===== src/hw/rtl/drkg_pkg.sv =====
package drkg_pkg;

    localparam int unsigned ROUND_COUNT = 16;
    localparam int unsigned HALF_BITS   = 28;
    localparam int unsigned CD_BITS     = 56;
    localparam int unsigned KEY_W       = 64;
    localparam int unsigned SUBKEY_BITS = 48;
    localparam int unsigned ROUND_W     = 4;

    typedef logic [HALF_BITS-1:0]   half_t;
    typedef logic [KEY_W-1:0]       key_t;
    typedef logic [SUBKEY_BITS-1:0] subkey_t;
    typedef logic [ROUND_W-1:0]     round_t;

    typedef struct packed {
        half_t c;
        half_t d;
    } cd_t;

    // what one cell hands to the next
    typedef struct packed {
        logic valid;
        cd_t  cd;
    } link_t;

    typedef logic [7:0] tab_entry_t;

    // standard numbering: position 1 is the MSB
    localparam tab_entry_t PC1_TAB [CD_BITS] = '{
        8'd57, 8'd49, 8'd41, 8'd33, 8'd25, 8'd17, 8'd9,  8'd1,  8'd58, 8'd50,
        8'd42, 8'd34, 8'd26, 8'd18, 8'd10, 8'd2,  8'd59, 8'd51, 8'd43, 8'd35,
        8'd27, 8'd19, 8'd11, 8'd3,  8'd60, 8'd52, 8'd44, 8'd36, 8'd63, 8'd55,
        8'd47, 8'd39, 8'd31, 8'd23, 8'd15, 8'd7,  8'd62, 8'd54, 8'd46, 8'd38,
        8'd30, 8'd22, 8'd14, 8'd6,  8'd61, 8'd53, 8'd45, 8'd37, 8'd29, 8'd21,
        8'd13, 8'd5,  8'd28, 8'd20, 8'd12, 8'd4
    };

    localparam tab_entry_t PC2_TAB [SUBKEY_BITS] = '{
        8'd14, 8'd17, 8'd11, 8'd24, 8'd1,  8'd5,  8'd3,  8'd28, 8'd15, 8'd6,
        8'd21, 8'd10, 8'd23, 8'd19, 8'd12, 8'd4,  8'd26, 8'd8,  8'd16, 8'd7,
        8'd27, 8'd20, 8'd13, 8'd2,  8'd41, 8'd52, 8'd31, 8'd37, 8'd47, 8'd55,
        8'd30, 8'd40, 8'd51, 8'd45, 8'd33, 8'd48, 8'd44, 8'd49, 8'd39, 8'd56,
        8'd34, 8'd53, 8'd46, 8'd42, 8'd50, 8'd36, 8'd29, 8'd32
    };

    // left rotation per round
    localparam tab_entry_t ROT_TAB [ROUND_COUNT] = '{
        8'd1, 8'd1, 8'd2, 8'd2, 8'd2, 8'd2, 8'd2, 8'd2,
        8'd1, 8'd2, 8'd2, 8'd2, 8'd2, 8'd2, 8'd2, 8'd1
    };

    function automatic cd_t pc1(input key_t key);
        logic [CD_BITS-1:0] acc;
        acc = '0;
        for (int k = 0; k < CD_BITS; k++)
        begin
            acc[6'(CD_BITS - 1 - k)] = key[6'(KEY_W - PC1_TAB[k])];
        end
        return cd_t'(acc);
    endfunction

    function automatic subkey_t pc2(input cd_t cd);
        logic [CD_BITS-1:0] src;
        subkey_t            acc;
        src = cd;
        acc = '0;
        for (int k = 0; k < SUBKEY_BITS; k++)
        begin
            acc[6'(SUBKEY_BITS - 1 - k)] = src[6'(CD_BITS - PC2_TAB[k])];
        end
        return acc;
    endfunction

endpackage


===== src/hw/rtl/drkg_cell.sv =====
module drkg_cell #(
    parameter int unsigned ROT = 1
) (
    input  logic            clk,
    input  logic            rst_n,
    input  drkg_pkg::link_t link_in,
    output drkg_pkg::link_t link_out
);
    import drkg_pkg::*;

    logic valid_reg;
    cd_t  cd_reg;
    cd_t  cd_next;

    // ROT is 1 or 2
    always_comb
    begin
        if (ROT == 1)
        begin
            cd_next.c = {link_in.cd.c[HALF_BITS-2:0], link_in.cd.c[HALF_BITS-1]};
            cd_next.d = {link_in.cd.d[HALF_BITS-2:0], link_in.cd.d[HALF_BITS-1]};
        end
        else
        begin
            cd_next.c = {link_in.cd.c[HALF_BITS-3:0], link_in.cd.c[HALF_BITS-1 -: 2]};
            cd_next.d = {link_in.cd.d[HALF_BITS-3:0], link_in.cd.d[HALF_BITS-1 -: 2]};
        end
    end

    always_ff @(posedge clk or negedge rst_n)
    begin
        if (!rst_n)
        begin
            valid_reg <= 1'b0;
        end
        else
        begin
            valid_reg <= link_in.valid;
        end
    end

    always_ff @(posedge clk)
    begin
        if (link_in.valid)
        begin
            cd_reg <= cd_next;
        end
    end

    assign link_out.valid = valid_reg;
    assign link_out.cd    = cd_reg;

endmodule


===== src/hw/rtl/des_round_key_generator_unit.sv =====
// DES key schedule: a new 64-bit key once busy drops, 16 round keys out per key.
// Round key r passes through rotation cells 0 to r, then the output register.
// Throughput: one round key per cycle; busy stays high after an accepted start until
// the key reaches the last of the 16 rotation cells feeding the single output register.
// Reset (rst_n low, async): chain emptied, busy and round_valid low.
// The receiver cannot stall; each round key is held for exactly one cycle.
module des_round_key_generator_unit (
    input  logic                      clk,
    input  logic                      rst_n,
    input  logic                      start,
    output logic                      busy,
    input  drkg_pkg::key_t            cipher_key,
    output logic                      round_valid,
    output drkg_pkg::subkey_t         subkey,
    output drkg_pkg::round_t          round_number,
    output logic                      last_round
);
    import drkg_pkg::*;

    // Chain of 16 cells, one per round. Cell r holds C:D after round r's
    // rotation; a key walks one cell per cycle. A new key enters only once busy
    // drops, so at most one cell is valid in any cycle and its word goes to PC-2.
    link_t  links [ROUND_COUNT+1];

    logic   accept;
    round_t cnt_reg;
    round_t cnt_next;

    assign accept = start && !busy;
    assign busy   = (cnt_reg != '0);

    // cnt counts down while a key walks the chain; it reaches zero as the key enters the last cell
    always_comb
    begin
        if (accept)
        begin
            cnt_next = round_t'(ROUND_COUNT - 1);
        end
        else if (cnt_reg != '0)
        begin
            cnt_next = cnt_reg - round_t'(1);
        end
        else
        begin
            cnt_next = cnt_reg;
        end
    end

    always_ff @(posedge clk or negedge rst_n)
    begin
        if (!rst_n)
        begin
            cnt_reg <= '0;
        end
        else
        begin
            cnt_reg <= cnt_next;
        end
    end

    // PC-1 at the chain's entry; parity bits drop out here
    assign links[0].valid = accept;
    assign links[0].cd    = pc1(cipher_key);

    for (genvar r = 0; r < ROUND_COUNT; r++)
    begin : g_cell
        drkg_cell #(
            .ROT (int'(ROT_TAB[r]))
        ) u_cell (
            .clk      (clk),
            .rst_n    (rst_n),
            .link_in  (links[r]),
            .link_out (links[r+1])
        );
    end

    // pick the one valid cell: one-hot, so an AND-OR is enough
    cd_t    sel_cd;
    round_t sel_num;
    logic   sel_valid;

    always_comb
    begin
        sel_cd    = '0;
        sel_num   = '0;
        sel_valid = 1'b0;
        for (int r = 0; r < ROUND_COUNT; r++)
        begin
            if (links[r+1].valid)
            begin
                sel_cd    = sel_cd | links[r+1].cd;
                sel_num   = sel_num | round_t'(r);
                sel_valid = 1'b1;
            end
        end
    end

    logic    round_valid_reg;
    subkey_t subkey_reg;
    round_t  round_number_reg;
    logic    last_round_reg;

    always_ff @(posedge clk or negedge rst_n)
    begin
        if (!rst_n)
        begin
            round_valid_reg <= 1'b0;
        end
        else
        begin
            round_valid_reg <= sel_valid;
        end
    end

    // output word; PC-2 is wiring only
    always_ff @(posedge clk)
    begin
        if (sel_valid)
        begin
            subkey_reg       <= pc2(sel_cd);
            round_number_reg <= sel_num;
            last_round_reg   <= links[ROUND_COUNT].valid;
        end
    end

    assign round_valid  = round_valid_reg;
    assign subkey       = subkey_reg;
    assign round_number = round_number_reg;
    assign last_round   = last_round_reg;

endmodule


===== config.mk =====
export PLATFORM = sky130hd
export DESIGN_NAME = des_round_key_generator_unit
export DESIGN_NICKNAME = d
export VERILOG_FILES = /design/src/hw/rtl/drkg_pkg.sv /design/src/hw/rtl/drkg_cell.sv /design/src/hw/rtl/des_round_key_generator_unit.sv
export SDC_FILE = /design/constraint.sdc
export NUM_CORES = 1
export LEC_CHECK = 0
export BUFFER_PORTS_ARGS = -buffer_cell sky130_fd_sc_hd__buf_2
export CORE_MARGIN = 2
export CORE_UTILIZATION = 41
export CTS_CLUSTER_DIAMETER = 150
export DETAILED_ROUTE_END_ITERATION = 16
export PLACE_DENSITY = 0.64
export SYNTH_ARGS = -nofsm -noshare
export SYNTH_HDL_FRONTEND = slang
export SYNTH_SLANG_ARGS = --single-unit

===== constraint.sdc =====
create_clock -name clk -period 5.4 [get_ports clk]
set_input_delay 0.27 -clock clk [delete_from_list [all_inputs] [get_ports clk]]
set_output_delay 0.27 -clock clk [all_outputs]
set_load 0.05 [all_outputs]

* After elaboration in Yosys (flattened, before gate mapping)
Cells that the tools add are included.
** Storage, ports and cells
- Register bits :: 970
- Bits of input ports :: 67
- Output and inout bits :: 55
- Logic and storage cells :: 124
** Cells by class
- Add/sub/neg operators :: 1
- Multiplexer cells :: 45
- Bitwise gates (word level) :: 15
- Reductions and logical operators :: 7
** Operator list (count)
- 56-bit two-way mux :: 16
- 56-bit bitwise OR :: 15
- 1-bit two-way mux :: 19
- 3-bit two-way mux :: 4
- 2-bit two-way mux :: 4
- 4-bit two-way mux :: 2
- 8-bit OR reduction :: 1
- 4-bit nonzero test :: 1
- 4-bit OR reduction :: 1
- 4-bit by 1-bit subtractor with 4-bit output, second input constant :: 1
- 2-bit nonzero test :: 1
- 2-bit OR reduction :: 1
- 1-bit logical AND :: 1
- 1-bit logical NOT :: 1

* Longest topological paths before layout
Gate-level depths: netlist of the first run.
- Depth in word-level cells :: 31
- Depth in mapped cells :: 6
- Mapped depth without buffers :: 5

* Cells and area by module
A second synthesis of the first run with hierarchy kept.
** Unflattened totals
- Cell total of the unflattened synthesis :: 1540
- Area total of the unflattened synthesis :: 33591.0 µm²
** By module, submodules not included
- drkg_cell :: instances 16, cells an instance 58, area each 1714.1 µm², seq. area each 1706.6 µm²
- des_round_key_generator_unit :: instances 1, cells an instance 612, area each 6164.7 µm², seq. area each 1716.6 µm²

* Worst setup path before layout of the first run
No wires, ideal clock.
- Path type :: register -> register
- From :: register g_cell[4].u_cell.valid_reg
- To :: register last_round_reg, in the netlist last_round, enable pin
- Library setup time :: 0.868 ns
- Arrival time :: 3.461 ns
- Data required time :: 4.532 ns
- Path slack :: 1.071 ns
- Stages on the path, launching flop included :: 5
- Path buffers :: 2
- Period minus slack after synthesis :: 4.329 ns
- Cell sequence :: dfrtp_1 -> buf_2 -> buf_6 -> nor4_1 -> nand4_1
** On the way
- Cells in the longest elaborated chain, start to end :: 12
** Ends and longest elaborated chain
- start, declared :: line drkg_cell.sv:11 : logic valid_reg;
- start signal, assigned :: line drkg_cell.sv:38 : valid_reg <= link_in.valid;
- 1-bit two-way mux (12 in a row) :: line des_round_key_generator_unit.sv:89 : if (links[r+1].valid)
- net sel_valid :: line des_round_key_generator_unit.sv:80 : logic sel_valid;
- end signal, assigned :: line des_round_key_generator_unit.sv:122 : last_round_reg <= links[ROUND_COUNT].valid;
- end, declared :: line des_round_key_generator_unit.sv:101 : logic last_round_reg;
The timed path passes the listed nets, and every way through them passes these cells.
A chain may end at the register's enable or synchronous reset.

* Final worst setup path of the first run
- From :: register cnt_reg[0]
- To :: register g_cell[0].u_cell.cd_reg, in the netlist g_cell[0].u_cell.link_out[21], enable pin
** On the way
- Cells in the longest elaborated chain, start to end :: 3
** Ends and longest elaborated chain
- start, declared :: line des_round_key_generator_unit.sv:26 : round_t cnt_reg;
- start signal, assigned :: line des_round_key_generator_unit.sv:57 : cnt_reg <= cnt_next;
- 4-bit nonzero test :: line des_round_key_generator_unit.sv:30 : assign busy = (cnt_reg != '0);
- 1-bit logical NOT :: line des_round_key_generator_unit.sv:29 : assign accept = start && !busy;
- 1-bit logical AND :: line des_round_key_generator_unit.sv:29
- net accept :: line des_round_key_generator_unit.sv:25 : logic accept;
- end signal, assigned :: line drkg_cell.sv:46 : cd_reg <= cd_next;
- end, declared :: line drkg_cell.sv:12 : cd_t cd_reg;
The timed path passes the listed nets, and every way through them passes these cells.

==> flow_summary.toml, run 1 <==
[pwr]
irDropWorstVdd_uv = 404
p_leak_nw = 12.1
powerDensity_nw_per_um2 = 486

[worst_setup_path]
critical_path_class = "reg2reg"
arrival_ns = 3.24
reg2reg_from = "cnt_reg[0]"
cp-start-kind = "flip-flop"
r2r_end = "g_cell[0].u_cell.link_out[21]"
crit_required_ns = 5.67
r2r_cells = 5
cp-end-kind = "flip-flop"
r2r_slack_ns = 2.43
endpoint = "g_cell[0].u_cell.link_out[21]"
cp-startpoint = "cnt_reg[0]"
crit_fanout = 30

[sta]
final.setup.tns_ns = 0
timing.final.crit_share_pct = 55.0
relSlewSlack_pct = 30.2
tightest_slew_ns = 1.05
hold_viol_final = 0
setup_viol = 0
rsz0062_at_grt = "no"
clock_skew_ns = 0.0130
fmax_ghz = 0.337
post-route-min-period_ns = 2.97
slew_viol_final = 0

[clock_network]
root_buffer = "clkbuf_16"
cts_resized = 0
insertion_delay_ns = 0.62
clock_sinks = 962
path_clk_slew_ns = 0.06
clk_path_buf_depth = 3
cts_buffers = 87
cts_max_level = 3
tritoncts = "yes"

[placed_design]
hpwlAfterDp_um = 49000
port_buffers = 113
gp_congestion = 0.843
dpl.cell_count = 2628

[global_routing]
grt_pass1_vias = 16600
overflow = 0
grt_max_degree = 66
grt_pass1_wl_um = 117000
antenna_found_initial = 1
grt_util_met2_pct = 29.8
grt_busiest_layer = "met2"
use_met3_pct = 4.84
track_usage_pct = 19.3
met1_usage_pct = 27.2

[logic_synthesis]
synth_edf_count = 941
async_reset_ff_share_pct = 2.18
seq_area_frac_synth_pct = 87.0
synth_common_cells = "edfxtp_1 (941), a22o_1 (192), a221oi_1 (190)"
syn_inst = 1516
synth_ff_type = "edfxtp_1"
yosysTopAreaCell = "edfxtp_1"
syn_area_sq_um = 33100
synth_nets = 1584
synthMostInstantiatedCell = "edfxtp_1"
ys_ff_latch = 962
avgSynthCellArea_sq_um = 21.8
synth.distinct_cells = 27
yosys-top-cells-area = "edfxtp_1 (85%), a22o_1 (5.1%), a221oi_1 (5.0%), dfrtp_1 (1.6%), nand4_1 (0.93%)"
yosysWarningCount = 0
synth_top_area_share_pct = 85.4

[floorplanning]
dieArea_sq_um = 83000
start_util_pct = 41.2
core_area_sq_um = 80300
fp-row-count = 104
die_w_um = 288
io_pins = 122
die_height_um = 288

[drt]
drc = 0
wirelength_um = 80300
first_pass_iters = 7
drt_iter0_drc = 2220
post_drt_wl_per_cell_um = 28.3
vias_per_cell = 5.97
vias = 16900
drtAntennaViolNets = 0

[run]
drv_cap = 0

[layout]
finalNetCount = 1783
n_antenna_cell = 0
fill_cells = 6404
largest_reg_flops = 888
drive_above_1_share_pct = 15.9
area_growth_pct = 15.4
finalNonFillerCells = 2839

[run_status]
status = "complete, no violations"

[worst_hold_path]
hp-class = "in2async"
## cell families (layout without fill, tap and decap cells)
kind of cell	Yosys count	in the layout	share of synthesized area (%)
AO/OA/AOI/OAI	390	390	10.3
adder cells (fa/ha/maj)	1	1	0.0378
buffers and inverters	96	359	1.44
flip-flops	962	962	87.0
multiplexers	1	1	0.0302
AND/OR/NAND/NOR	66	66	1.21
## power breakdown
| part | internal (W) | leakage (nW) | switching, W | total [W] |
|---|---|---|---|---|
| Combinational | 0.000632 | 2.00 | 0.00199 | 0.00263 |
| Clock | 0.00350 | 1.35 | 0.00261 | 0.00611 |
| Sequential | 0.00930 | 8.79 | 0.000527 | 0.00982 |
## per-stage QoR
step	total power (W)	utilization (%)	hold WS, ns	area, sq um	setup WS, ns
2_1_floorplan	0.0115	-	-0.0256	33100	1.07
3_3_place_gp	0.0126	43.4	0.261	34800	2.45
3_5_place_dp	0.0126	43.4	0.269	34800	2.29
4_1_cts	0.0187	47.6	0.137	38200	2.29
5_1_grt	0.0192	47.6	0.196	38200	2.17
6_report	0.0186	47.6	0.155	38200	2.43
## layer usage
layer | share of wire (%) | vias up
li1 | - | 6990
met1 | 40 | 8841
met2 | 47 | 1006
met3 | 11 | 110
met4 | 2.3 | 0
met5 | 0 | -
## cell type report
type                    count  area (sq um)  share of cell area, %
clock buffers             108          2300                   6.02
clock inverters            45           485                   1.27
inverters                   4          15.0                 0.0393
multi-input cells         458          3850                   10.1
flip-flops and latches    962         28800                   75.5
well taps                1060          1330                   3.47
repair buffers            202          1380                   3.61
## cell usage in the layout (no fill, tap or decap)
master and n:
a21oi_1 1, a221oi_1 190, a221oi_2 2, a22o_1 192
a31oi_1 1, a41oi_1 1, buf_2 113, buf_4 31
bufinv_16 10, clkbuf_1 19, clkbuf_16 89, clkinv_1 15
clkinv_2 11, clkinvlp_4 4, dfrtp_1 5, dfrtp_2 1
dfrtp_4 15, dlygate4sd3_1 58, edfxtp_1 941, ha_1 1
inv_1 4, inv_6 5, mux2i_1 1, nand2_1 4
nand2b_1 1, nand4_1 49, nor2_2 1, nor2_4 1
nor3_1 1, nor4_1 8, o211ai_1 1, o21ai_0 1
o21bai_1 1, or3b_1 1
## what timing repair did
| item | 4_1_cts | 5_1_grt |
|---|---|---|
| setup buffers | 0 | 0 |
| hold endpoints to repair | 80 | 0 |
| hold buffers | 58 | 0 |
## worst min-delay path by stage
stage                      from                          to  slack [ns]  depth (start not counted)
after floorplan           rst_n                  cnt_reg[0]       -0.03                          0
after global placement    rst_n                  cnt_reg[2]        0.26                          1
after detailed placement  rst_n                  cnt_reg[3]        0.27                          1
after CTS                 rst_n  g_cell[8].u_cell.valid_reg        0.14                          2
after global routing      rst_n                  cnt_reg[3]        0.20                          2
final                     rst_n                 round_valid        0.15                          2
## critical path, cell delays in order, from the launching register on
cell and delay (ns):
dfrtp_1 0.42, inv_1 0.10, ha_1 0.23, or3b_1 0.49, nor2_4 0.81, buf_4 0.51
Note: power is estimated with default switching activity, not from simulation.
==> inputs of run 2 (changes only) <==
==> constraint.sdc (replaced) <==
create_clock -name clk -period 2.85 [get_ports clk]
set_input_delay 0.1425 -clock clk [delete_from_list [all_inputs] [get_ports clk]]
set_output_delay 0.1425 -clock clk [all_outputs]
set_load 0.05 [all_outputs]
==> flow_summary.toml, run 2 (synthesized netlist as in run 1, its figures left out) <==
[drt]
vias = 17000
post_drt_wl_per_cell_um = 28.3
drt_iter0_drc = 2073
wirelength_um = 81600
vias_per_cell = 5.91
drtAntennaViolNets = 0
drc = 0
first_pass_iters = 6

[sta]
rsz0062_at_grt = "no"
final.setup.tns_ns = 0
setup_viol = 0
timing.final.crit_share_pct = 79.0
tightest_slew_ns = 0.709
relSlewSlack_pct = 52.8
hold_viol_final = 0
fmax_ghz = 0.444
clock_skew_ns = 0.0298
slew_viol_final = 0
post-route-min-period_ns = 2.25

[clock_network]
clock_sinks = 962
clk_path_buf_depth = 3
tritoncts = "yes"
cts_max_level = 3
path_clk_slew_ns = 0.06
root_buffer = "clkbuf_16"
cts_buffers = 89
insertion_delay_ns = 0.64

[layout]
drive_above_1_share_pct = 17.8
finalNetCount = 1821
area_growth_pct = 17.4
layout_common_cells = "edfxtp_1 (941), a22o_1 (192), a221oi_1 (190)"
largest_reg_flops = 888
final_common_cell = "edfxtp_1"
finalNonFillerCells = 2880
fin_util_pct = 48.4

[worst_setup_path]
cp-start-kind = "flip-flop"
critical_path_class = "reg2out"
cp-end-kind = "output pin"
arrival_ns = 2.11
crit_required_ns = 2.71
crit_fanout = 5

[placed_design]
gp_congestion = 0.862
hpwlAfterDp_um = 51700
dpl.cell_count = 2664
port_buffers = 113

[run]
drv_cap = 0

[pwr]
powerDensity_nw_per_um2 = 911
p_leak_nw = 12.4
irDropWorstVdd_uv = 517

[floorplanning]
die_w_um = 288
dieArea_sq_um = 83000
fp-row-count = 104
start_util_pct = 41.2
core_area_sq_um = 80300
die_height_um = 288
io_pins = 122

[global_routing]
grt_pass1_wl_um = 118000
grt_pass1_vias = 16900
track_usage_pct = 19.6
grt_max_degree = 58
overflow = 0
antenna_found_initial = 0

[run_status]
status = "complete, no violations"

[worst_hold_path]
hp-class = "in2async"
-- run 2: cell types whose count changed in the layout (fill, tap and decap cells not counted), sizes merged --
cell      previous run  this run
buf                144       180
clkbuf             108       115
clkinv              26        32
bufinv              10         6
inv                  9         5
clkinvlp             4         3
diode                0         1
-- run 2: path summary, 6_finish.rpt --
kind	slack (ns)	depth (start not counted)	endpoint	from
hold / removal	0.05	2	g_cell[7].u_cell.valid_reg	rst_n
max in group asynchronous	2.34	2	g_cell[13].u_cell.valid_reg	rst_n
setup reg to reg	0.68	4	subkey[13]	g_cell[12].u_cell.valid_reg
hold reg to reg	0.40	0	g_cell[15].u_cell.link_out[35]	g_cell[14].u_cell.link_out[34]
min in group clk	0.22	2	g_cell[0].u_cell.link_out[4]	cipher_key[36]
setup / recovery	0.60	4	busy	cnt_reg[0]
-- run 2: worst max-delay path, stage by stage (launching register included) --
cell     delay, ns
dfrtp_1       0.42
inv_1         0.09
ha_1          0.24
or3b_1        0.48
buf_2         0.27
-- run 2: what timing repair did --
action                    in CTS  in global routing
hold endpoints to repair      80                  0
hold buffers                  58                  0
gates resized for setup        0                  0
buffers inserted               0                  0
-- run 2: final cells by class --
cell class | instances | area [sq um]
antenna | 1 | 2.50
clock buffer | 115 | 2410
clock inverter | 42 | 363
fill | 6426 | 41400
inverter | 4 | 15.0
multi-input combinational | 458 | 3890
sequential | 962 | 28800
tap | 1060 | 1330
timing repair buffer | 238 | 2000
-- run 2: power by group --
part | switching (W) | internal (W)
registers | 0.00110 | 0.0176
clock network | 0.00498 | 0.00649
logic | 0.00377 | 0.00147
total | 0.00985 | 0.0255
-- run 2: routing by layer --
layer,vias to the layer above,wire length (um),GRT usage (%)
li1,7080,-,-
met1,8791,32200,26.9
met2,1028,38000,30.2
met3,123,9340,6.11
met4,2,2000,6.24
met5,-,55,0.455
-- run 2: stage by stage --
step,setup WS [ns],power [W],hold slack [ns],area (sq um)
CTS,0.571,0.0356,0.0503,38800
finish,0.600,0.0354,0.0491,38800
floorplan,-0.879,0.0216,-0.153,33200
detailed placement,0.702,0.0242,0.178,35500
global route,0.509,0.0365,0.0942,38800
global placement,0.746,0.0241,0.181,35500
==> inputs of run 3 (changes only) <==
--- a/config.mk
+++ b/config.mk
@@ -5,6 +5,7 @@
 export SDC_FILE = /design/constraint.sdc
 export NUM_CORES = 1
 export LEC_CHECK = 0
+export ABC_AREA = 1
 export BUFFER_PORTS_ARGS = -buffer_cell sky130_fd_sc_hd__buf_2
 export CORE_MARGIN = 2
 export CORE_UTILIZATION = 41
==> constraint.sdc (replaced) <==
create_clock -name clk -period 2.15 [get_ports clk]
set_input_delay 0.1075 -clock clk [delete_from_list [all_inputs] [get_ports clk]]
set_output_delay 0.1075 -clock clk [all_outputs]
set_load 0.05 [all_outputs]
==> flow_summary.toml, run 3 <==
[run_status]
status = "complete, no violations"

[drt]
drc = 0
drtAntennaViolNets = 0
vias = 19500
post_drt_wl_per_cell_um = 18.8
first_pass_iters = 5
vias_per_cell = 4.76
drt_iter0_drc = 2220
wirelength_um = 77200

[sta]
relSlewSlack_pct = 45.9
setup_viol = 0
post-route-min-period_ns = 1.92
slew_viol_final = 0
clock_skew_ns = 0.0158
hold_viol_final = 0
final.setup.tns_ns = 0
rsz0062_at_grt = "no"
fmax_ghz = 0.522
tightest_slew_ns = 0.812
timing.final.crit_share_pct = 89.1

[logic_synthesis]
yosys-top-cells-area = "edfxtp_1 (80%), nand2_1 (12%), inv_1 (2.2%), dfrtp_1 (1.5%), nor2_1 (1.3%)"
yosysWarningCount = 0
avgSynthCellArea_sq_um = 13.4
syn_area_sq_um = 35500
synth.distinct_cells = 17
async_reset_ff_share_pct = 2.18
synth_nets = 2712
synth_common_cells = "nand2_1 (1,136), edfxtp_1 (941), inv_1 (210)"
seq_area_frac_synth_pct = 81.1
synth_top_area_share_pct = 79.6
synth_ff_type = "edfxtp_1"
ys_ff_latch = 962
synthMostInstantiatedCell = "nand2_1"
syn_inst = 2644
yosysTopAreaCell = "edfxtp_1"
synth_edf_count = 941

[worst_setup_path]
cp-start-kind = "flip-flop"
arrival_ns = 1.81
r2r_cells = 5
cp-end-kind = "output pin"
r2r_slack_ns = 0.28
crit_fanout = 4
reg2reg_from = "g_cell[12].u_cell.valid_reg"
critical_path_class = "reg2out"
r2r_end = "subkey[0]"
crit_required_ns = 2.04

[floorplanning]
start_util_pct = 41.5
io_pins = 122
core_area_sq_um = 85500
fp-row-count = 107
die_w_um = 298
dieArea_sq_um = 89000
die_height_um = 298

[global_routing]
grt_pass1_wl_um = 115000
antenna_found_initial = 1
grt_pass1_vias = 18600
track_usage_pct = 17.3
grt_max_degree = 61
overflow = 0

[placed_design]
port_buffers = 113
gp_congestion = 0.839
dpl.cell_count = 3878
hpwlAfterDp_um = 54400

[pwr]
irDropWorstVdd_uv = 1250
p_leak_nw = 15.4
powerDensity_nw_per_um2 = 1230
total_power_w = 0.0509

[layout]
multi_input_area_sq_um = 5410
seq_area_sq_um = 28800
fill_cells = 7320
layout_common_cells = "nand2_1 (1,136), edfxtp_1 (941), inv_1 (209)"
n_antenna_cell = 0
drive_above_1_share_pct = 11.1
area_growth_pct = 16.5
largest_reg_flops = 888
final_common_cell = "nand2_1"
finalNetCount = 2954
fin_util_pct = 48.3
finalNonFillerCells = 4101

[clock_network]
cts_max_level = 3
clk_path_buf_depth = 3
cts_resized = 0
tritoncts = "yes"
ctsHoldBuffers = 58
root_buffer = "clkbuf_16"
insertion_delay_ns = 0.64
cts_buffers = 92
cts_setup_buffers = 0
path_clk_slew_ns = 0.06
clock_sinks = 962

[run]
drv_cap = 0

[worst_hold_path]
hp-class = "in2async"
==> run 3: cell types whose count changed after synthesis, sizes merged, moves of 2 or more <==
cell	before	now
o21ai	1	3
a221oi	192	0
nand3	0	79
nand2	4	1136
nor4	8	0
a22o	192	0
inv	4	211
buf	47	89
nor2	2	125
nand4	49	36
clkbuf	45	0
==> run 3: report_power, final <==
part           internal [W]  total [W]  switching [W]
registers            0.0243     0.0256        0.00132
logic               0.00226    0.00960        0.00734
clock network       0.00908     0.0157        0.00661
==> run 3: metrics by stage <==
step	cell area, sq um	setup WS [ns]	hold WS, ns
finish	41300	0.235	0.0856
global route	41300	0.0473	0.110
CTS	41300	0.174	0.0748
detailed placement	37900	0.342	0.228
global placement	37900	0.356	0.221
floorplan	35600	-1.12	-0.188
==> run 3: cells by family after synthesis <==
group	synth area share (%)
compound gates	0.0423
fa+ha+maj	0.0352
buf+inv	3.69
flops	81.1
simple gates	15.2
==> run 3: layer usage <==
layer  global-route usage [%]  vias to the layer above  part of all wire, %
met5                        0                        -                    0
met4                     5.12                        0                  2.1
met3                     3.05                      103                  7.8
met2                     25.3                      705                   44
met1                     26.5                     9376                   46
li1                         -                     9336                    -
==> run 3: worst max-delay path: stages (launching register included) <==
cell	delay [ns]
dfrtp_1	0.36
inv_1	0.10
ha_1	0.18
nand2_1	0.08
nor2_1	0.17
inv_1	0.07
buf_2	0.21
==> run 3: final cells by class <==
cell class | instances | share of cell area, %
clock buffer | 126 | 6.15
inverter | 211 | 1.92
tap | 1144 | 3.46
multi-input combinational | 1382 | 13.1
timing repair buffer | 237 | 4.76
clock inverter | 39 | 0.865
sequential | 962 | 69.7
==> run 3: worst max path at each step <==
stage	from	end	slack, ns	cells past startpoint
floorplan	g_cell[6].u_cell.valid_reg	last_round	-1.12	6
global placement	g_cell[0].u_cell.valid_reg	subkey[29]	0.36	4
detailed placement	g_cell[0].u_cell.valid_reg	subkey[29]	0.34	4
CTS	cnt_reg[0]	busy	0.17	6
global route	cnt_reg[0]	busy	0.05	6
finish	cnt_reg[0]	busy	0.23	6
